--- config.mk ---
export PLATFORM = sky130hd
export DESIGN_NAME = bbr_merge_flat
export DESIGN_NICKNAME = d
export VERILOG_FILES = /design/src/rtl/bbr_pkg.sv /design/src/rtl/bbr_res_if.sv /design/src/rtl/bbr_merge.sv /design/src/flat_wrapper.sv
export SDC_FILE = /design/constraint.sdc
export NUM_CORES = 1
export LEC_CHECK = 0
export ABC_AREA = 0
export BUFFER_PORTS_ARGS = -buffer_cell sky130_fd_sc_hd__buf_4
export CAP_MARGIN = 20
export CORE_ASPECT_RATIO = 1.25
export CORE_MARGIN = 5
export CORE_UTILIZATION = 30
export DETAILED_ROUTE_END_ITERATION = 16
export PLACE_DENSITY = 0.63
export SYNTH_ARGS = -nofsm -noshare
export SYNTH_HDL_FRONTEND = slang
export SYNTH_SLANG_ARGS = --single-unit
--- constraint.sdc ---
create_clock -name clk -period 1.5 [get_ports clk]
set_clock_uncertainty 0.05 [all_clocks]
set_input_delay 0.075 -clock clk [delete_from_list [all_inputs] [get_ports clk]]
set_output_delay 0.075 -clock clk [all_outputs]
set_load 0.02 [all_outputs]
--- src/rtl/bbr_pkg.sv ---
// Package for the 3x3 RGB box blur: widths, register indexes, lane and result control types.
// Also holds the reciprocal table used for the truncating division by the window size.
// No dependencies.
`timescale 1ns / 1ps
`default_nettype none

package bbr_pkg;

	localparam int CH_W       = 8;
	localparam int PIX_W      = 3 * CH_W;
	localparam int DIM_W      = 13;
	localparam int ROW_W      = 12;
	localparam int MAX_HEIGHT = 4096;
	localparam int WIN_N      = 9;
	localparam int SUM_W      = 12;
	localparam int CNT_W      = 4;
	localparam int RECIP_W    = 17;
	localparam int RECIP_SH   = 16;

	localparam logic [DIM_W-1:0] WIDTH_RST  = 13'd640;
	localparam logic [DIM_W-1:0] HEIGHT_RST = 13'd480;

	typedef enum logic [0:0] {
		REG_IMAGE_WIDTH  = 1'b0,
		REG_IMAGE_HEIGHT = 1'b1
	} cfg_idx_t;

	typedef struct packed {
		logic             load;
		logic [WIN_N-1:0] mask;
		logic [CNT_W-1:0] count;
	} lane_ctl_t;

	typedef struct packed {
		logic valid;
		logic run_last;
		logic frame_last;
	} res_ctl_t;

	// Multiplier that turns sum * m >> 16 into sum / count for every sum a clipped window yields.
	function automatic logic [RECIP_W-1:0] recip(input logic [CNT_W-1:0] count);
		logic [RECIP_W-1:0] m;
		case (count)
			4'd2:    m = 17'd32768;
			4'd3:    m = 17'd21846;
			4'd4:    m = 17'd16384;
			4'd6:    m = 17'd10923;
			4'd9:    m = 17'd7282;
			default: m = 17'd65536;
		endcase
		return m;
	endfunction

endpackage

`default_nettype wire

--- src/rtl/bbr_res_if.sv ---
// Result channel of the box blur: valid/ready handshake, blurred RGB pixel and end markers.
// Depends on bbr_pkg.
`timescale 1ns / 1ps
`default_nettype none

interface bbr_res_if;
	logic                     valid;
	logic                     ready;
	logic [bbr_pkg::CH_W-1:0] red_out;
	logic [bbr_pkg::CH_W-1:0] green_out;
	logic [bbr_pkg::CH_W-1:0] blue_out;
	logic                     run_last;
	logic                     frame_last;

	modport source (output valid, output red_out, output green_out, output blue_out,
		output run_last, output frame_last, input ready);
	modport sink   (input valid, input red_out, input green_out, input blue_out,
		input run_last, input frame_last, output ready);
endinterface

`default_nettype wire

--- src/rtl/bbr_merge.sv ---
// Output stage of the box blur: gathers the three lane means and the end markers into the
// result register that drives the result channel. Depends on bbr_pkg and bbr_res_if.
`timescale 1ns / 1ps
`default_nettype none

module bbr_merge (
	input  wire                       clk,
	input  wire                       arst_n,
	input  bbr_pkg::res_ctl_t         ctl,
	input  wire [bbr_pkg::CH_W-1:0]   red,
	input  wire [bbr_pkg::CH_W-1:0]   green,
	input  wire [bbr_pkg::CH_W-1:0]   blue,
	output logic                      load_ok,
	bbr_res_if.source                 res
);

	logic                     valid_q;
	logic [bbr_pkg::CH_W-1:0] red_q;
	logic [bbr_pkg::CH_W-1:0] green_q;
	logic [bbr_pkg::CH_W-1:0] blue_q;
	logic                     run_last_q;
	logic                     frame_last_q;

	assign load_ok = !valid_q || res.ready;

	always_ff @(posedge clk or negedge arst_n) begin
		if (!arst_n) begin
			valid_q <= 1'b0;
		end else if (load_ok) begin
			valid_q <= ctl.valid;
		end
	end

	always_ff @(posedge clk) begin
		if (load_ok && ctl.valid) begin
			red_q        <= red;
			green_q      <= green;
			blue_q       <= blue;
			run_last_q   <= ctl.run_last;
			frame_last_q <= ctl.frame_last;
		end
	end

	assign res.valid      = valid_q;
	assign res.red_out    = red_q;
	assign res.green_out  = green_q;
	assign res.blue_out   = blue_q;
	assign res.run_last   = run_last_q;
	assign res.frame_last = frame_last_q;

endmodule

`default_nettype wire
--- src/flat_wrapper.sv ---
// flat-port wrapper written by rule: the top's interface ports become plain ports
module bbr_merge_flat 
  (clk, arst_n, ctl, red, green, blue, load_ok, res_valid, res_red_out, res_green_out, res_blue_out, res_run_last, res_frame_last, res_ready);
  bbr_res_if res_i ();
  input  wire clk;
  input  wire arst_n;
  input  bbr_pkg::res_ctl_t ctl;
  input  wire [bbr_pkg::CH_W-1:0] red;
  input  wire [bbr_pkg::CH_W-1:0] green;
  input  wire [bbr_pkg::CH_W-1:0] blue;
  output logic load_ok;
  output wire logic [$bits(res_i.valid)-1:0] res_valid;
  output wire logic [$bits(res_i.red_out)-1:0] res_red_out;
  output wire logic [$bits(res_i.green_out)-1:0] res_green_out;
  output wire logic [$bits(res_i.blue_out)-1:0] res_blue_out;
  output wire logic [$bits(res_i.run_last)-1:0] res_run_last;
  output wire logic [$bits(res_i.frame_last)-1:0] res_frame_last;
  input wire logic [$bits(res_i.ready)-1:0] res_ready;
  assign res_valid = res_i.valid;
  assign res_red_out = res_i.red_out;
  assign res_green_out = res_i.green_out;
  assign res_blue_out = res_i.blue_out;
  assign res_run_last = res_i.run_last;
  assign res_frame_last = res_i.frame_last;
  assign res_i.ready = res_ready;
  bbr_merge u_core (.clk(clk), .arst_n(arst_n), .ctl(ctl), .red(red), .green(green), .blue(blue), .load_ok(load_ok), .res(res_i));
endmodule
==> results by stage <==
Run status:
- The flow ran to the end, and the final reports show no timing, DRC or antenna violations.

Setup path:
- The minimum setup slack among reg-to-reg paths is approximately 0.21 ns.
- The family with the most delay on the worst path is buffers and inverters.
- The longest individual stage delay on the worst path is 0.55 ns.
- In this run the critical register-to-register path is captured at u_core.res.valid.
- Traced cell by cell, the critical path runs through nand2b_4 > nand2b_1 > dlygate4sd3_1.
- The length in cells of the worst reg-to-reg path is 3.
- The type of the setup path with the least slack is register to register.
- The capturing element type of the critical path is a register.
- The slowest stage of the critical path belongs to the cell dlygate4sd3_1.
- The arrival time reported for the critical path endpoint is approximately 1.4 ns.
- Together, buffers and inverters on the worst path number 1.
- The critical path launch point type is a register.
- The required time reported for the critical path endpoint is about 1.7 ns.
- The startpoint of the worst-slack reg-to-reg timing path is u_core.res.valid.
- The critical path crosses 3 cells after its start point.
- The maximum fanout encountered on the critical timing path is 3.

Floorplan:
- The starting density of the core is 0.311.
- The die area is between 3000 and 4000 sq um.
- The floorplan step set the die width to approximately 57 um.
- In this run the vertical extent of the chip is between 60 and 70 um.
- The count of standard-cell rows is 21.
- The total core area is approximately 2700 sq um.
- For this design the top-level I/O count stands at between 50 and 60.

Synthesis:
- The share of the synthesized area in the top cell type is 0.936.
- The post-synthesis instance total is 30.
- Of the synthesized area, sequential elements account for 0.966.
- The average instance in the mapped netlist occupies ~28 sq um.
- When the netlist entered floorplanning its net count stood at 60.
- The count of different cell masters after synthesis is 5.
- The synthesized cell area is about 830 sq um.
- Sorting the synthesized cells by area gives the leading types as edfxtp_1 (94%), dfrtp_1 (3.0%), nand2b_4 (1.6%), and2_4 (1.0%), nand2b_1 (0.75%).
- The number of warnings reported in the yosys synthesis log is 0.
- Counting flops and latches in the post-synthesis netlist gives 27.
- The library cell occupying the most area in the post-synthesis netlist is edfxtp_1.

Placed design:
- Once placement completed, the tool counted placed cells totaling 121.
- The last weighted congestion value of the routability-driven placer is a little over 0.7.
- The number of buffers added on ports is 57.

STA:
- The maximum achievable frequency is between 700 and 800 MHz.
- Headroom to the max-slew limit came out at 0.778.
- At the pin with the least slew margin, the transition time is 0.333 ns.
- The count of endpoints failing hold in the final timing report is 0.
- The setup violation total in the final timing report is 0.
- Setup repair after global routing left no endpoint under its margin.
- The setup total negative slack is 0 ns.
- The final max-slew violation count is 0.
- The share of the clock period used by the worst path after layout is 0.857.
- The worst path needs between 1 and 1.5 ns of the cycle, external delays included.

Drt:
- The routed layout has 629 vias.
- Dividing the detail-routed wire length by the instance count gives between 10 and 15 um.
- In the routed design, unresolved DRC markers number 0.
- The post-detailed-routing wire length is ~2200 um.
- The average vias per placed instance is between 4 and 5.
- The detail route stage leaves a number of antenna-violating nets equal to 0.
- Before antenna repair, the detailed router went through 2 iterations.
- The first-iteration detailed-routing DRC count is 3.

CTS:
- In this run the post-CTS setup repair buffer count came out at 0.
- The number of sinks on the clock net is 27.
- Counting along the longest clock path gives a buffer depth of 2.
- The CTS tree is done.
- The cell at the root of the clock tree is clkbuf_4.
- The clock-pin transition on the worst setup and hold timing paths is 0.13 ns.
- The number of buffers created by CTS is 3.
- The H-tree depth is 1.
- For the worst-skew pair, the clock arrives at the later sink with an insertion delay of around 0.3 ns.

Power and ir drop:
- The maximum resistive drop on vdd is between 600 and 700 uV.
- The share of total power in combinational logic is 0.181.
- Of the total power, the clock network draws 0.204.
- The internal cell power is 1130 uW.
- Dividing total power by cell area gives a power density of roughly 900 nW/um^2.
- The portion of total power attributed to sequential cells is 0.615.
- The fraction of power spent switching nets is 0.218.
- Summed over all nets, the switching power comes to approximately 320 uW.
- The cell leakage power is approximately 0.00069 uW.

Min path:
- The class of the worst hold path is input pin to register.
- The worst hold path was traced through 3 stages.
- The capture endpoint of the worst hold path is u_core.res.green_out[1].
- The startpoint identified for the worst hold timing path is res_ready.

Finish:
- The library cells used most frequently in the layout, excluding fill and tap cells, are buf_4 (57), dlygate4sd3_1 (30), edfxtp_1 (26).
- Leaving out fill and tap cells, the most frequent cell in the layout is buf_4.
- Excluding fillers, the count of instances in the completed layout stands at about 160.
- The layout overhead on the synthesized area is 95.5%.
- 0 antenna diodes ended up in the layout.
- The share of cells above drive strength 1 is 0.512.
- In the final design database the tool counted ~150 nets.

GRT:
- The global-route wire length before repair is around 3400 um.
- The number of antenna violations at the first check in global routing is 0.
- In the global route stage, overall resource usage came out at 0.118.
- The total grt overflow is 0.
- The number of global-route vias before repair is 750.
- Entering global routing, the biggest net connects 27 pins.

Run:
- The total of max-cap violations is 0.
==> metal layers <==
| metal | share of wire | vias to the layer above | wire length, um | track usage |
|---|---|---|---|---|
| li1 | - | 297 | - | - |
| met1 | 0.38 | 279 | 818 | 0.120 |
| met2 | 0.48 | 51 | 1040 | 0.214 |
| met3 | 0.13 | 2 | 290 | 0.0466 |
| met4 | 0.0069 | 0 | 15 | 0.0522 |
| met5 | 0 | - | 0 | 0 |
==> how the worst max path moves through the flow <==
| stage | slack (ns) | end | from |
|---|---|---|---|
| after floorplan | 0.20 | u_core.res.blue_out[0] | u_core.res.valid |
| after global placement | 0.30 | u_core.res.red_out[0] | u_core.res.valid |
| after detailed placement | 0.25 | u_core.res.blue_out[7] | u_core.res.valid |
| after CTS | 0.22 | u_core.res.valid | u_core.res.valid |
| after global routing | 0.19 | u_core.res.valid | u_core.res.valid |
| final | 0.21 | u_core.res.valid | u_core.res.valid |
==> synthesized netlist by cell type <==
cell / n
and2_4: 1
dfrtp_1: 1
edfxtp_1: 26
nand2b_1: 1
nand2b_4: 1
==> worst min-delay path: stages <==
cell and delay, ns:
buf_4 0.11, nand2b_4 0.14, and2_4 0.26
==> metrics by stage <==
stage / instance area (sq um) / utilization / worst slack [ns] / total power (uW) / hold WS (ns)
after floorplan: 835 / - / 0.204 / 980 / -0.271
after global placement: 1310 / 0.487 / 0.297 / 1100 / -0.198
after detailed placement: 1310 / 0.487 / 0.253 / 1110 / -0.198
after CTS: 1630 / 0.609 / 0.225 / 1470 / 0.406
after global routing: 1630 / 0.609 / 0.188 / 1520 / 0.406
final: 1630 / 0.609 / 0.214 / 1450 / 0.418
==> final cells by class <==
type | count | area, sq um
Clock buffer | 4 | 26.3
Multi-Input combinational cell | 3 | 28.8
Sequential cell | 27 | 806
Fill cell | 209 | 1050
Timing Repair Buffer | 87 | 728
Tap cell | 34 | 42.5
==> state kept, by name, summed over array words and instances, names as in the netlist <==
name and count:
u_core.res.blue_out 8, u_core.res.frame_last 1, u_core.res.green_out 8, u_core.res.red_out 8
u_core.res.run_last 1, u_core.res.valid 1
==> logic make-up (layout without fill, tap and decap cells) <==
family	Yosys count	count (layout)	share of synthesized area
buffers and inverters	0	91	0
DFF	27	27	0.966
and+or+nand+nor	3	3	0.0345
==> what timing repair did <==
action	in CTS	in global routing
endpoints found under the hold margin	28	0
hold buffers	30	0
setup endpoints to repair	0	0
gates resized for setup	0	0
==> power by group through the flow <==
stage	registers (uW)	logic (uW)	clock network (uW)
2_1_floorplan	957	22.5	0
3_3_place_gp	904	198	0
3_5_place_dp	907	201	0
4_1_cts	890	265	315
5_1_grt	894	279	346
6_report	889	263	295
Note: power is estimated with default switching activity, not from simulation.
