===== src/rtl/bbr_pkg.sv =====
// Package for the 3x3 RGB box blur: widths, register indexes, lane and result control types.
// Also holds the reciprocal table used for the truncating division by the window size.
// No dependencies.
`timescale 1ns / 1ps
`default_nettype none

package bbr_pkg;

	localparam int CH_W       = 8;
	localparam int PIX_W      = 3 * CH_W;
	localparam int DIM_W      = 13;
	localparam int ROW_W      = 12;
	localparam int MAX_HEIGHT = 4096;
	localparam int WIN_N      = 9;
	localparam int SUM_W      = 12;
	localparam int CNT_W      = 4;
	localparam int RECIP_W    = 17;
	localparam int RECIP_SH   = 16;

	localparam logic [DIM_W-1:0] WIDTH_RST  = 13'd640;
	localparam logic [DIM_W-1:0] HEIGHT_RST = 13'd480;

	typedef enum logic [0:0] {
		REG_IMAGE_WIDTH  = 1'b0,
		REG_IMAGE_HEIGHT = 1'b1
	} cfg_idx_t;

	typedef struct packed {
		logic             load;
		logic [WIN_N-1:0] mask;
		logic [CNT_W-1:0] count;
	} lane_ctl_t;

	typedef struct packed {
		logic valid;
		logic run_last;
		logic frame_last;
	} res_ctl_t;

	// Multiplier that turns sum * m >> 16 into sum / count for every sum a clipped window yields.
	function automatic logic [RECIP_W-1:0] recip(input logic [CNT_W-1:0] count);
		logic [RECIP_W-1:0] m;
		case (count)
			4'd2:    m = 17'd32768;
			4'd3:    m = 17'd21846;
			4'd4:    m = 17'd16384;
			4'd6:    m = 17'd10923;
			4'd9:    m = 17'd7282;
			default: m = 17'd65536;
		endcase
		return m;
	endfunction

endpackage

`default_nettype wire


===== src/rtl/bbr_lane.sv =====
// One colour lane of the box blur: masked sum over the 3x3 window, registered, then a
// truncating division by the window size through a reciprocal multiply. Depends on bbr_pkg.
`timescale 1ns / 1ps
`default_nettype none

module bbr_lane (
	input  wire                                          clk,
	input  bbr_pkg::lane_ctl_t                           ctl,
	input  wire [bbr_pkg::WIN_N-1:0][bbr_pkg::CH_W-1:0]  px,
	output logic [bbr_pkg::CH_W-1:0]                     mean
);

	localparam int PROD_W = bbr_pkg::SUM_W + bbr_pkg::RECIP_W;

	logic [bbr_pkg::SUM_W-1:0] sum;
	logic [bbr_pkg::SUM_W-1:0] sum_s3;
	logic [bbr_pkg::CNT_W-1:0] count_s3;
	logic [PROD_W-1:0]         prod;

	always_comb begin
		sum = '0;
		for (int i = 0; i < bbr_pkg::WIN_N; i++) begin
			if (ctl.mask[i]) begin
				sum = sum + bbr_pkg::SUM_W'(px[i]);
			end
		end
	end

	always_ff @(posedge clk) begin
		if (ctl.load) begin
			sum_s3   <= sum;
			count_s3 <= ctl.count;
		end
	end

	assign prod = PROD_W'(sum_s3) * PROD_W'(bbr_pkg::recip(count_s3));
	assign mean = prod[bbr_pkg::RECIP_SH +: bbr_pkg::CH_W];

endmodule

`default_nettype wire


===== config.mk =====
export PLATFORM = sky130hd
export DESIGN_NAME = bbr_lane
export DESIGN_NICKNAME = d
export VERILOG_FILES = /design/src/rtl/bbr_pkg.sv /design/src/rtl/bbr_lane.sv
export SDC_FILE = /design/constraint.sdc
export NUM_CORES = 1
export LEC_CHECK = 0
export BUFFER_PORTS_ARGS = -buffer_cell sky130_fd_sc_hd__buf_2
export CAP_MARGIN = 20
export CORE_ASPECT_RATIO = 1.1
export CORE_MARGIN = 2
export CORE_UTILIZATION = 60
export DETAILED_ROUTE_END_ITERATION = 8
export PLACE_DENSITY_LB_ADDON = 0.1
export SYNTH_ARGS = -nofsm -noshare
export SYNTH_HDL_FRONTEND = slang
export SYNTH_SLANG_ARGS = --single-unit

===== constraint.sdc =====
create_clock -name clk -period 11.7 [get_ports clk]
set_input_delay 0.585 -clock clk [delete_from_list [all_inputs] [get_ports clk]]
set_output_delay 0.585 -clock clk [all_outputs]
set_load 0.01 [all_outputs]

==> impl_results.md, run 1 <==
- Status: finished, final reports clean
- Final Setup Violations: 0
- Tightest Hold Check Type: primary input to flip-flop
- Area delta synth->final: 8.33%
- Chip height: 132 um
- Hold path startpoint: ctl[0]
- Ys Warns: 0
- Number of setup buffers added after CTS: 0
- Nets: 1,451
- Design Area, Final: 9650 um^2
- Max Slew Vio Count: 0
- Yosys reg bits: 16
- Startpoint types: primary input
- Library cells used by synthesis: 64
- H-tree depth: 1
- Vias per cell: 5.46
- Post-CTS sizing: 0
- Num rows: 46
- Final Cycle Share: 0.813
- Critical Path Most Common Cell: o21ai_0
- Core Footprint: 14,400 um^2
- Vias: 7,169
- Clock sink count: 16
- Ys async rst share: 0
- Predominant post-synthesis flop cell: edfxtp_1
- Synthesized instance count: 1,039
- Starting Density: 0.616
- Largest net degree at the start of global routing: 19
- Slowest Stage Delay on Critical Path: 0.39 ns
- Port Buf Inserts: 94
- Seq/Total Area, Yosys: 0.0540
- Reg clk slew, reported paths: 0.04 ns
- Root Buffer: clkbuf_16
- Data arrival, critical path: 9.58 ns
- Syn_area_per_cell: 8.57 um^2
- Cts bufs inserted: 3
- Gpl congestion: 0.961
- WL/cell: 14.8 um
- Peak VDD IR: 0.0923 mV
- Share of cells above drive strength 1: 0.129
- Hold buffer count at cts: 0
- I/O Pins: 95
- Worst Max-Slew Pin Slew: 1.09 ns
- Min Tclk post-route: 9.51 ns
- Leakage power total: 5.05 nW
- CTS tree: built
- DRC Markers: 0
- Setup TNS: 0 ns
- Antenna cells: 0
- Fin. Hold Viols: 0
- Overall routing resource usage: 0.254
- 1st-iter DRT viols: 282
- Clock Path Buffers: 2
- RSZ-0062 raised after global routing: no
- CP Max Fanout: 8
- Worst Setup End Kind: flip-flop
- CP startpoint: ctl[4]
- Syn_nets: 1,366
- DRT Pass-1 Iters: 5
- Die extent in x: 120 um
- Grt ovf: 0
- Placed Area: 9570 um^2
- Critical Path RT: 11.77 ns
- Max_slew headroom: 0.273
- Initial antenna violation count: 0
- Slowest cell on crit path: fa_1
- First-pass GRT wire length: 32,800 um
- PwrDens: 170 nW/um^2
- Total of max-cap violations: 0
- Final core utilization: 0.668
- Vias in the first global route: 7,279
- Crit Path Category: primary input to flip-flop
- Die area: 15,800 um^2
- Number of enable flip-flop cells after synthesis: 16
- ANT nets after route: 0
- Max Clock Freq: 105 MHz
- Routed Wire Length: 19,400 um
- HPWL Detailed: 17,400 um
- Syn Std Cell Area: 8900 um^2
## placed cells by master (no fill, tap or decap), drive strengths merged, types with 3 or more instances in the layout
master   netlist  layout
nor2          52      52
nand3         11      11
a31oi          9       9
edfxtp        16      16
o211a          3       3
fa           133     133
o21a          17      17
mux2i         11      11
nand4          5       5
nor3b          3       3
o21ba          3       3
o21bai        10      10
a21o          29      29
a31o           3       3
o31ai          9       9
a21boi         5       5
xnor2         36      36
clkbuf        15       3
o2bb2ai        3       3
a211oi        14      14
o211ai         4       4
and2          28      28
o21ai         49      49
a21oi         52      52
mux2          21      21
ha           107     107
inv          197     197
or2            5       5
xor2          18      18
buf            2      97
nand2        105     105
nor2b          6       6
nand2b        16      16
nor3          13      13
## synthesized netlist by cell type, types with 3 or more instances
cell,number,area share
inv_1,196,0.083
fa_1,133,0.30
ha_1,107,0.15
nand2_1,105,0.044
nor2_1,52,0.022
a21oi_1,50,0.028
o21ai_0,47,0.026
xnor2_1,34,0.033
a21o_1,29,0.024
and2_1,28,0.020
xor2_1,18,0.018
o21a_1,17,0.014
edfxtp_1,16,0.054
nand2b_1,16,0.011
clkbuf_1,15,0.0063
mux2_2,13,0.016
nor3_1,13,0.0073
a211oi_1,12,0.010
mux2i_1,11,0.012
nand3_1,11,0.0062
o21bai_1,10,0.0084
a31oi_1,9,0.0063
mux2_4,8,0.013
nor2b_1,6,0.0042
o31ai_1,6,0.0051
a21boi_0,5,0.0042
nand4_1,5,0.0035
or2_2,5,0.0035
o211ai_1,4,0.0034
a31o_2,3,0.0030
nor3b_1,3,0.0025
o211a_1,3,0.0034
o21ba_2,3,0.0034
o2bb2ai_1,3,0.0030
o31ai_2,3,0.0042
## stage by stage
stage	setup WS, ns	hold slack [ns]	power, W	instances
6_report	2.19	0.518	0.00164	1314
5_1_grt	1.18	0.519	0.00185	1314
4_1_cts	2.24	0.518	0.00166	1314
3_5_place_dp	2.02	0.764	0.00158	1311
3_3_place_gp	2.35	0.763	0.00155	1311
2_1_floorplan	3.00	0.684	0.00125	1039
## layout make-up
class	instances	area (um^2)
Multi-Input combinational cell	808	7610
Fill cell	1269	4800
Inverter	198	748
Timing Repair Buffer	97	493
Sequential cell	16	480
Tap cell	192	240
Clock buffer	3	75.1
## worst paths after layout
path	endpoint	cells past startpoint
setup / recovery	sum_s3[11]	48
hold / removal	count_s3[0]	1
## registers in the layout, indices dropped and copies added, names as in the netlist
signal	flops
sum_s3	12
count_s3	4
## power breakdown
group           total, W  switching [W]  internal, W
Combinational    0.00144       0.000780     0.000659
Sequential      0.000140      0.0000409    0.0000992
Clock          0.0000628      0.0000182    0.0000446
## critical path, delay by kind of cell
kind	cells	cell delay [ns]
AO/OA/AOI/OAI	30	4.79
adder cells (fa/ha/maj)	9	2.86
buffers and inverters	3	0.29
AND/OR/NAND/NOR	6	1.00
## cells by family after synthesis
family          Yosys count  synth area share
compound gates          224             0.167
fa+ha+maj               241             0.450
buf+inv                 215            0.0922
simple gates            256             0.135
xor+xnor                 55            0.0586
mux                      32            0.0423
flops                    16            0.0540
## per-layer routing
layer | vias to the layer above | GRT usage | routed length, um
met3 | 39 | 0.00692 | 406
met5 | - | 0 | 0
met2 | 123 | 0.481 | 10100
met4 | 0 | 0.0889 | 727
met1 | 3392 | 0.305 | 8160
li1 | 3615 | - | -
(Power assumes the default switching activity.)
==> inputs of run 2 (changes only) <==
- clock period: 11.7 -> 9.1 ns (I/O delays scaled with it)
==> run 2 against run 1 <==
Net effect: global-route usage shrank 0.062 points; core utilization grew 2.5 points; design area grew 3.7%; via count grew 1.9%; wire length grew 2.7%; first-iteration DRC count grew 2.1%; count of clock-buffer cells in the layout is the same; cell count grew 0.76%; critical endpoint unchanged.
==> impl_results.md, run 2 (synthesis gave the netlist of run 1 again) <==
- Max_slew headroom: 0.268 (-0.00560)
- Port Buf Inserts: 94 (unchanged)
- Worst Max-Slew Pin Slew: 1.10 ns (+0.00614 ns)
- Antenna cells: 0 (unchanged)
- Chip height: 132 um (unchanged)
- Area delta synth->final: 12.4%
- Die extent in x: 120 um (unchanged)
- CP Max Fanout: 8 (unchanged)
- Gpl congestion: 0.974 (+1.4%)
- Setup TNS: 0 ns (unchanged)
- PwrDens: 223 nW/um^2 (+31%)
- Top flop regs: sum_s3: 12 flops, count_s3: 4 flops
- Largest net degree at the start of global routing: 19 (unchanged)
- Commonest non-fill, non-tap cell in the layout: inv_1
- DRC Markers: 0 (unchanged)
- Max Clock Freq: 116 MHz
- Vias per cell: 5.52 (+1.1%)
- Hold Path End: count_s3[0]
- ANT nets after route: 0 (unchanged)
- Critical Path Most Common Cell: ha_1
- Hold WS: 0.386 ns (-0.133 ns)
- First-pass GRT wire length: 32,900 um (+0.33%)
- HPWL Detailed: 17,200 um (-1.1%)
- Leakage power total: 5.12 nW (+1.5%)
- Root Buffer: clkbuf_16
- Core Footprint: 14,400 um^2 (unchanged)
- Peak VDD IR: 0.119 mV (+29%)
- Filler Cell Count: 1,202 (-5.3%)
- Grt ovf: 0 (unchanged)
- Hold path startpoint: ctl[0]
- Crit Path Category: primary input to flip-flop
- Final Cycle Share: 0.950
- Clock Path Buffers: 2 (unchanged)
- Initial antenna violation count: 0 (unchanged)
- Max Slew Vio Count: 0 (unchanged)
- Data arrival, critical path: 8.63 ns (-0.95 ns)
- Startpoint types: primary input
- Hold path depth: 1 (unchanged)
- Vias in the first global route: 7,208 (-0.98%)
- Cts bufs inserted: 3 (unchanged)
- Reg with most FFs: sum_s3
- Max FFs per register: 12 (unchanged)
- Reg clk slew, reported paths: 0.04 ns (about the same)
- WL/cell: 15.1 um (+2.0%)
- Routed Wire Length: 19,900 um (+2.7%)
- Critical Path RT: 9.08 ns (-2.69 ns)
- Nets: 1,461 (+0.69%)
- Fin. Hold Viols: 0 (unchanged)
- Clock sink count: 16 (unchanged)
- I/O Pins: 95 (unchanged)
- H-tree depth: 1 (unchanged)
- Overall routing resource usage: 0.253 (-0.000617)
- Share of cells above drive strength 1: 0.171 (+0.0421)
- Vias: 7,306 (+1.9%)
- Final Setup Violations: 0 (unchanged)
- 1st-iter DRT viols: 288 (+2.1%)
- Status: finished, final reports clean
- Total of max-cap violations: 0 (unchanged)
- Worst Setup End Kind: flip-flop
- Commonest non-fill, non-tap cells in the layout: inv_1, fa_1, nand2_1, ha_1, buf_2
- Num rows: 46 (unchanged)
- Slowest Stage Delay on Critical Path: 0.49 ns (+0.10 ns)
- CTS tree: built
- Slowest cell on crit path: fa_1
- DRT Pass-1 Iters: 5 (unchanged)
- Die area: 15,800 um^2 (unchanged)
- Min Tclk post-route: 8.65 ns
- Starting Density: 0.616 (unchanged)
- Tightest Hold Check Type: primary input to flip-flop
## run 2: cell count changes in the layout (fill, tap and decap cells not counted), sizes merged
cell,change
buf,+9
clkbuf,+1
## run 2: what timing repair did
item	CTS	global route
gates resized for setup	0	51
setup endpoints to repair	0	6
hold buffers	0	0
buffers inserted	0	4
## run 2: worst max-delay path, delay by kind of cell
family	cells	cell delay [ns]
XOR/XNOR	3	0.44
multiplexers	5	1.28
adder cells (fa/ha/maj)	9	3.09
buffers and inverters	7	0.64
AO/OA/AOI/OAI	13	2.04
AND/OR/NAND/NOR	5	0.66
## run 2: metrics by stage
stage / cell area (um^2) / worst slack [ns] / std cells / util / power [W]
floorplan: 8900 / 0.525 / 1039 / - / 0.00161
global placement: 9620 / 0.119 / 1317 / 0.666 / 0.00201
detailed placement: 9620 / -0.190 / 1317 / 0.666 / 0.00205
CTS: 9690 / 0.0179 / 1320 / 0.671 / 0.00214
global route: 10000 / -0.102 / 1324 / 0.693 / 0.00251
finish: 10000 / 0.454 / 1324 / 0.693 / 0.00224
## run 2: how the worst max path moves through the flow
| stage | startpoint | end | slack [ns] |
|---|---|---|---|
| finish | ctl[4] | sum_s3[11] | 0.45 |
| CTS | ctl[4] | sum_s3[10] | 0.02 |
| floorplan | px[0] | sum_s3[10] | 0.53 |
| global route | ctl[4] | sum_s3[11] | -0.10 |
| detailed placement | ctl[4] | sum_s3[10] | -0.19 |
| global placement | ctl[4] | sum_s3[10] | 0.12 |
## run 2: power breakdown
part           switching [W]  leakage (nW)  internal [W]   total, W
clock network      0.0000243        0.0370     0.0000574  0.0000817
registers          0.0000533         0.156      0.000128   0.000181
logic                0.00106          4.93      0.000915    0.00197
## run 2: final cells by class
class	count	area, um^2	area share
flip-flops and latches	16	480	0.0480
clock buffers	3	75.1	0.00750
repair buffers	107	571	0.0570
multi-input cells	808	7890	0.789
well taps	192	240	0.0240
inverters	198	748	0.0748
## run 2: layer usage
metal | vias up | wire length [um] | global-route usage
met5 | - | 0 | 0
met2 | 171 | 10500 | 0.478
met4 | 0 | 623 | 0.0739
met1 | 3463 | 8190 | 0.310
li1 | 3631 | - | -
met3 | 41 | 603 | 0.0117
